### config.mk
export PLATFORM = sky130hd
export DESIGN_NAME = ncq_ctrl
export DESIGN_NICKNAME = d
export VERILOG_FILES = /design/src/design/assert_macros.svh /design/src/design/ncq_pkg.sv /design/src/design/ncq_ctrl.sv
export SDC_FILE = /design/constraint.sdc
export NUM_CORES = 1
export LEC_CHECK = 0
export BUFFER_PORTS_ARGS = -buffer_cell sky130_fd_sc_hd__buf_2
export CAP_MARGIN = 10
export CORE_UTILIZATION = 40
export DETAILED_ROUTE_END_ITERATION = 10
export PLACE_DENSITY = 0.65
export SYNTH_ARGS = -nofsm -noshare
export SYNTH_HDL_FRONTEND = slang
export SYNTH_SLANG_ARGS = --single-unit
### constraint.sdc
create_clock -name clk -period 2.4 [get_ports clk]
set_input_delay 0.36 -clock clk [delete_from_list [all_inputs] [get_ports clk]]
set_output_delay 0.36 -clock clk [all_outputs]
set_load 0.01 [all_outputs]
### src/design/assert_macros.svh
// Assertion macros, included by the datapath.
`ifndef ASSERT_MACROS_SVH
`define ASSERT_MACROS_SVH
`ifndef SYNTHESIS
// Property that must hold at every clock edge out of reset.
`define ASSERT_AT(label, clk, rst_n, prop) \
	label: assert property (@(posedge clk) disable iff (!rst_n) (prop)) \
		else $error("assertion failed");
// Consequence that must hold in the cycle after the antecedent.
`define ASSERT_NEXT(label, clk, rst_n, ante, cons) \
	label: assert property (@(posedge clk) disable iff (!rst_n) (ante) |=> (cons)) \
		else $error("assertion failed");
`else
`define ASSERT_AT(label, clk, rst_n, prop)
`define ASSERT_NEXT(label, clk, rst_n, ante, cons)
`endif
`endif

### src/design/ncq_pkg.sv
// Package with item types, datapath commands, status and the CDF table.
package ncq_pkg;

	localparam int unsigned FracBits = 16;
	localparam int unsigned RomSize  = 400;
	localparam logic [16:0] OneQ16   = 17'd65536;
	localparam logic [16:0] HalfQ16  = 17'd32768;
	localparam logic [24:0] TopU     = 25'(399 << FracBits);
	localparam logic [8:0]  RomLast  = 9'(RomSize);

	// Register indexes of the configuration port.
	localparam logic [1:0] RegMean = 2'd0;
	localparam logic [1:0] RegStd  = 2'd1;

	typedef struct packed {
		logic        kind;
		logic [31:0] x_in;
		logic [16:0] prob_in;
	} in_item_t;

	typedef struct packed {
		logic [31:0] x_out;
		logic [16:0] prob_out;
		logic        saturated;
	} out_item_t;

	// Datapath operations, one per cycle.
	typedef enum logic [4:0] {
		OP_NONE,
		OP_LOAD,
		OP_PREP,
		OP_MUL100,
		OP_DIVLD_K0,
		OP_DIV_STEP,
		OP_K0U,
		OP_RD0,
		OP_RD1,
		OP_RD2,
		OP_K0FIN,
		OP_STEP,
		OP_SRCH_RD,
		OP_SRCH_CMP,
		OP_K1E,
		OP_K1U,
		OP_MULA,
		OP_MULB,
		OP_SUM,
		OP_DIV100_A,
		OP_DIV100_B,
		OP_K1FIN,
		OP_RES
	} op_t;

	typedef struct packed {
		op_t op;
	} cmd_t;

	typedef struct packed {
		logic kind;
		logic sd_zero;
		logic ovf;
		logic div_done;
		logic srch_done;
		logic e_zero;
		logic e_full;
		logic res_free;
	} stat_t;

	// Standard normal CDF for z = 0.00 .. 3.99, four decimals times 10000.
	localparam logic [13:0] CDF_DEC [0:399] = '{
		5000,5040,5080,5120,5160,5199,5239,5279,5319,5359,
		5398,5438,5478,5517,5557,5596,5636,5675,5714,5753,
		5793,5832,5871,5910,5948,5987,6026,6064,6103,6141,
		6179,6217,6255,6293,6331,6368,6406,6443,6480,6517,
		6554,6591,6628,6664,6700,6736,6772,6808,6844,6879,
		6915,6950,6985,7019,7054,7088,7123,7157,7190,7224,
		7257,7291,7324,7357,7389,7422,7454,7486,7517,7549,
		7580,7611,7642,7673,7704,7734,7764,7794,7823,7852,
		7881,7910,7939,7967,7995,8023,8051,8078,8106,8133,
		8159,8186,8212,8238,8264,8289,8315,8340,8365,8389,
		8413,8438,8461,8485,8508,8531,8554,8577,8599,8621,
		8643,8665,8686,8708,8729,8749,8770,8790,8810,8830,
		8849,8869,8888,8907,8925,8944,8962,8980,8997,9015,
		9032,9049,9066,9082,9099,9115,9131,9147,9162,9177,
		9192,9207,9222,9236,9251,9265,9279,9292,9306,9319,
		9332,9345,9357,9370,9382,9394,9406,9418,9429,9441,
		9452,9463,9474,9484,9495,9505,9515,9525,9535,9545,
		9554,9564,9573,9582,9591,9599,9608,9616,9625,9633,
		9641,9649,9656,9664,9671,9678,9686,9693,9699,9706,
		9713,9719,9726,9732,9738,9744,9750,9756,9761,9767,
		9772,9778,9783,9788,9793,9798,9803,9808,9812,9817,
		9821,9826,9830,9834,9838,9842,9846,9850,9854,9857,
		9861,9864,9868,9871,9875,9878,9881,9884,9887,9890,
		9893,9896,9898,9901,9904,9906,9909,9911,9913,9916,
		9918,9920,9922,9925,9927,9929,9931,9932,9934,9936,
		9938,9940,9941,9943,9945,9946,9948,9949,9951,9952,
		9953,9955,9956,9957,9959,9960,9961,9962,9963,9964,
		9965,9966,9967,9968,9969,9970,9971,9972,9973,9974,
		9974,9975,9976,9977,9977,9978,9979,9979,9980,9981,
		9981,9982,9982,9983,9984,9984,9985,9985,9986,9986,
		9987,9987,9987,9988,9988,9989,9989,9989,9990,9990,
		9990,9991,9991,9991,9992,9992,9992,9992,9993,9993,
		9993,9993,9994,9994,9994,9994,9994,9995,9995,9995,
		9995,9995,9995,9996,9996,9996,9996,9996,9996,9997,
		9997,9997,9997,9997,9997,9997,9997,9997,9997,9998,
		9998,9998,9998,9998,9998,9998,9998,9998,9998,9998,
		9998,9998,9999,9999,9999,9999,9999,9999,9999,9999,
		9999,9999,9999,9999,9999,9999,9999,9999,9999,9999,
		9999,9999,9999,9999,9999,9999,9999,9999,9999,9999,
		10000,10000,10000,10000,10000,10000,10000,10000,10000,10000
	};

	// Table entry in Q1.16, rounded to nearest; past the end reads as 1.0.
	// The division by 10000 is a shift by four and a reciprocal multiply for 625.
	function automatic logic [16:0] rom_val(input logic [8:0] idx);
		logic [29:0] scaled;
		logic [52:0] recip;
		if (idx >= RomLast) begin
			return OneQ16;
		end
		scaled = 30'(CDF_DEC[idx]) * 30'd65536 + 30'd5000;
		recip  = 53'(scaled[29:4]) * 53'd109951163;
		return recip[52:36];
	endfunction

endpackage

### src/design/ncq_ctrl.sv
// Controller state machine sequencing the datapath operations.
module ncq_ctrl (
	input  logic           clk,
	input  logic           arst_n,
	input  logic           in_valid,
	output logic           in_ready,
	input  ncq_pkg::stat_t stat,
	output ncq_pkg::cmd_t  cmd
);
	import ncq_pkg::*;

	typedef enum logic [21:0] {
		S_IDLE  = 22'h000001,
		S_PREP  = 22'h000002,
		S_K0MUL = 22'h000004,
		S_K0CHK = 22'h000008,
		S_DIV   = 22'h000010,
		S_K0U   = 22'h000020,
		S_RD0   = 22'h000040,
		S_RD1   = 22'h000080,
		S_RD2   = 22'h000100,
		S_K0FIN = 22'h000200,
		S_STEP  = 22'h000400,
		S_SRCHA = 22'h000800,
		S_SRCHB = 22'h001000,
		S_K1E   = 22'h002000,
		S_K1U   = 22'h004000,
		S_MULA  = 22'h008000,
		S_MULB  = 22'h010000,
		S_SUM   = 22'h020000,
		S_D100A = 22'h040000,
		S_D100B = 22'h080000,
		S_K1FIN = 22'h100000,
		S_RES   = 22'h200000
	} state_t;

	state_t state_q;
	state_t state_d;

	assign in_ready = (state_q == S_IDLE);

	// Next state and the operation issued in each state.
	always_comb begin
		state_d = state_q;
		cmd.op  = OP_NONE;
		case (state_q)
			S_IDLE: begin
				if (in_valid) begin
					cmd.op  = OP_LOAD;
					state_d = S_PREP;
				end
			end
			S_PREP: begin
				cmd.op = OP_PREP;
				if (stat.kind) begin
					state_d = S_SRCHA;
				end else begin
					state_d = stat.sd_zero ? S_STEP : S_K0MUL;
				end
			end
			S_K0MUL: begin
				cmd.op  = OP_MUL100;
				state_d = S_K0CHK;
			end
			S_K0CHK: begin
				cmd.op  = OP_DIVLD_K0;
				state_d = stat.ovf ? S_K0U : S_DIV;
			end
			S_DIV: begin
				if (stat.div_done) begin
					state_d = stat.kind ? S_K1U : S_K0U;
				end else begin
					cmd.op = OP_DIV_STEP;
				end
			end
			S_K0U: begin
				cmd.op  = OP_K0U;
				state_d = S_RD0;
			end
			S_RD0: begin
				cmd.op  = OP_RD0;
				state_d = S_RD1;
			end
			S_RD1: begin
				cmd.op  = OP_RD1;
				state_d = S_RD2;
			end
			S_RD2: begin
				cmd.op  = OP_RD2;
				state_d = stat.kind ? S_DIV : S_K0FIN;
			end
			S_K0FIN: begin
				cmd.op  = OP_K0FIN;
				state_d = S_RES;
			end
			S_STEP: begin
				cmd.op  = OP_STEP;
				state_d = S_RES;
			end
			S_SRCHA: begin
				if (stat.srch_done) begin
					state_d = S_K1E;
				end else begin
					cmd.op  = OP_SRCH_RD;
					state_d = S_SRCHB;
				end
			end
			S_SRCHB: begin
				cmd.op  = OP_SRCH_CMP;
				state_d = S_SRCHA;
			end
			S_K1E: begin
				cmd.op  = OP_K1E;
				state_d = (stat.e_zero || stat.e_full) ? S_MULA : S_RD0;
			end
			S_K1U: begin
				cmd.op  = OP_K1U;
				state_d = S_MULA;
			end
			S_MULA: begin
				cmd.op  = OP_MULA;
				state_d = S_MULB;
			end
			S_MULB: begin
				cmd.op  = OP_MULB;
				state_d = S_SUM;
			end
			S_SUM: begin
				cmd.op  = OP_SUM;
				state_d = S_D100A;
			end
			S_D100A: begin
				cmd.op  = OP_DIV100_A;
				state_d = S_D100B;
			end
			S_D100B: begin
				cmd.op  = OP_DIV100_B;
				state_d = S_K1FIN;
			end
			S_K1FIN: begin
				cmd.op  = OP_K1FIN;
				state_d = S_RES;
			end
			S_RES: begin
				if (stat.res_free) begin
					cmd.op  = OP_RES;
					state_d = S_IDLE;
				end
			end
			default: state_d = S_IDLE;
		endcase
	end

	// State register.
	always_ff @(posedge clk or negedge arst_n) begin
		if (!arst_n) begin
			state_q <= S_IDLE;
		end else begin
			state_q <= state_d;
		end
	end
endmodule

==> impl_metrics.yaml <==
route:
  detailedRoute.firstIterationViolations: 172
  avgRoutedWirePerCell_um: 17.4
  via_count: 1525
  wl_um: 4550
  drt_drc_violations_left: 0
  drt_first_pass_iters: 4
  drt.antenna.violating_nets: 0
  vias_per_cell: 5.82
worst_setup_path:
  critPathRequiredTime_ps: 2040
  path_class: "reg -> out"
  timing.critical_path.fanout_max: 4
  startpoint_kind_of_the_worst_setup_timing_path: "register"
  critical_path_arrival_ps: 2330
  timing.critical_path.to_type: "primary output"
clock_network:
  clk_pin_slew_worst_paths_ps: 90
  cts_buffers: 3
  clk_latency_ps: 270
  cts.path.max_buffers: 2
  tritoncts_num_sinks: 22
  htree_levels: 1
  cts_hold_buffers: 0
  clock-root-buffer: "sky130_fd_sc_hd__clkbuf_8"
  clock_tree_from_tritoncts: "built"
floorplanning:
  die_h_um: 62.7
  fp.dieArea_um2: 3930
  core_um2: 3440
  boundaryPins: 17
  std_cell_rows: 21
  die_w_um: 62.7
  initial_core_util_pct: 42.8
yosys:
  synthesis.instances: 164
  mapped_nets: 175
  share_of_the_yosys_chip_area_belonging_to_registers_pct: 37.4
  post_synthesis_register_bit_count: 22
  netlist_area_um2: 1470
  synth.distinct_cells: 50
  syn_avg_cell_area_um2: 8.99
  total_of_warnings_raised_by_yosys: 0
  synth-main-ff-cell: "sky130_fd_sc_hd__dfrtp_1"
  number_of_synthesized_flops_with_an_enable_pin: 0
  async_flop_share_pct: 100
sta:
  postLayoutSetupSlackWorst_ps: -290
  fin_worst_hold_slack_ps: 40.7
  setup_viol: 5
  fin_crit_sh_pct: 112
  least_margin_pin_slew_ps: 505
  clock_skew_ps: 2.66
  slew-limit-headroom_pct: 66.3
  final.min_clock_period_ps: 2690
  fmax_mhz: 372
  maxSlewViolCount: 0
  final_hold_viol_count: 0
  rsz0062_at_grt: "yes"
place:
  place_congestion: 0.897
  pre_cts_slack_ps: -59.4
  dpl.cell_count: 248
  port-buffer-count: 16
  dp.final_hpwl_um: 3060
hold_path:
  worst_hold_path_type: "in -> async"
final_layout:
  top_register: "state_q"
  post_layout_nonfiller_instances: 262
  final_net_count: 228
  drive_gt1_share_pct: 44.0
  most-common-layout-cells: "32 x sky130_fd_sc_hd__buf_4, 20 x sky130_fd_sc_hd__dfrtp_1, 16 x sky130_fd_sc_hd__nor2_1, 16 x sky130_fd_sc_hd__buf_2, 11 x sky130_fd_sc_hd__nand2_1"
  final_layout_fill_cell_count: 279
  reg.largest.list: "state_q x22"
  layout_area_overhead_pct: 42.6
  layout_commonest_cell: "sky130_fd_sc_hd__buf_4"
  flip_flop_count_of_the_largest_register_after_layout: 22
  antenna-diode-count: 0
power:
  power.leakage_nw: 1.02
  total_power_mw: 1.63
  power.ir.vdd_worst_mv: 0.356
  power_density_nw_per_um2: 776
flow_run:
  max_cap_viol_count: 0
grt:
  grt_first_pass_wirelength_um: 7270
  global_route_total_usage_across_every_layer_pct: 23.8
  globalRoute.totalOverflow: 0
  grt_max_degree: 23
  antenna_found_initial: 0
  vias_in_the_first_global_route: 1485
outcome:
  violations: "negative setup slack"
  status: "finished, violations left"
## routing by layer
metal | wire length [um] | track usage (%)
met5 | 0 | 0
met4 | 122 | 6.98
met2 | 2360 | 42.1
met3 | 193 | 2.37
met1 | 1880 | 30.3
## what timing repair did
item	CTS	global route
pin swaps	9	8
buffers inserted	8	2
resized for setup	24	9
endpoints found under the hold margin	0	0
setup endpoints to repair	6	5
## layout make-up
cell class / instances / area, um2 / area share, %
Clock buffer: 4 / 55.1 / 2.62
Inverter: 6 / 22.5 / 1.07
Multi-Input combinational cell: 130 / 1020 / 48.4
Sequential cell: 22 / 553 / 26.3
Tap cell: 46 / 57.6 / 2.74
Timing Repair Buffer: 54 / 397 / 18.9
## cell usage after synthesis (2+ instances only)
cell type,instances,area [um2]
sky130_fd_sc_hd__buf_2,2,10.0
sky130_fd_sc_hd__nor4_2,3,37.5
sky130_fd_sc_hd__a21oi_1,4,20.0
sky130_fd_sc_hd__nor4_1,3,18.8
sky130_fd_sc_hd__o21bai_1,2,15.0
sky130_fd_sc_hd__xnor2_1,5,43.8
sky130_fd_sc_hd__dfrtp_1,21,526
sky130_fd_sc_hd__a21o_1,2,15.0
sky130_fd_sc_hd__nand3_1,5,25.0
sky130_fd_sc_hd__and3_1,2,12.5
sky130_fd_sc_hd__o41ai_1,2,17.5
sky130_fd_sc_hd__nor3_1,14,70.1
sky130_fd_sc_hd__nand3b_1,7,52.6
sky130_fd_sc_hd__inv_1,6,22.5
sky130_fd_sc_hd__o21ai_0,5,25.0
sky130_fd_sc_hd__nand2_1,12,45.0
sky130_fd_sc_hd__nor4_4,2,42.5
sky130_fd_sc_hd__nand2b_1,3,18.8
sky130_fd_sc_hd__or4_1,5,37.5
sky130_fd_sc_hd__or4_4,3,33.8
sky130_fd_sc_hd__and2_1,2,12.5
sky130_fd_sc_hd__nor2_1,17,63.8
sky130_fd_sc_hd__nor3b_1,5,37.5
sky130_fd_sc_hd__nand4b_1,3,26.3
sky130_fd_sc_hd__or3_1,4,25.0
## stage by stage
stage               instance area [um2]  TNS (ps)  util [%]
finish                             2100     -1170      61.1
detailed placement                 1790     -72.4      52.1
CTS                                2030      -820      59.1
global placement                   1790     -95.0      52.1
floorplan                          1470         0         -
global route                       2100     -1640      61.1
## critical path: stages, from the launching register on
cell and delay (ps):
sky130_fd_sc_hd__dfrtp_1 410, sky130_fd_sc_hd__nor4_4 410, sky130_fd_sc_hd__nand3_2 160, sky130_fd_sc_hd__or4_1 520, sky130_fd_sc_hd__o21ai_1 180, sky130_fd_sc_hd__a31o_2 140, sky130_fd_sc_hd__or4_1 110, sky130_fd_sc_hd__buf_2 120
## cell families after synthesis
logic type | share of synthesized area (%)
compound gates | 11.4
simple gates | 44.1
buf+inv | 3.56
flops | 37.4
xor+xnor | 3.57
## path summary, 6_finish.rpt
kind | cells past startpoint | endpoint | slack (ps) | start
max | 7 | cmd[0] | -290 | state_q[1]
min | 1 | state_q[3] | 40 | arst_n
max reg2reg | 8 | state_q[5] | 40 | state_q[11]
min reg2reg | 2 | state_q[7] | 610 | state_q[5]
max in group asynchronous | 1 | state_q[7] | 1990 | arst_n
min in group clk | 2 | state_q[2] | 240 | stat[6]
## power by group
group | total, mW | internal, mW | switching, mW
combinational | 0.916 | 0.457 | 0.459
clock | 0.284 | 0.147 | 0.137
sequential | 0.430 | 0.403 | 0.0274
total | 1.63 | 1.01 | 0.624
No activity file was read; power rests on OpenSTA's default activity.
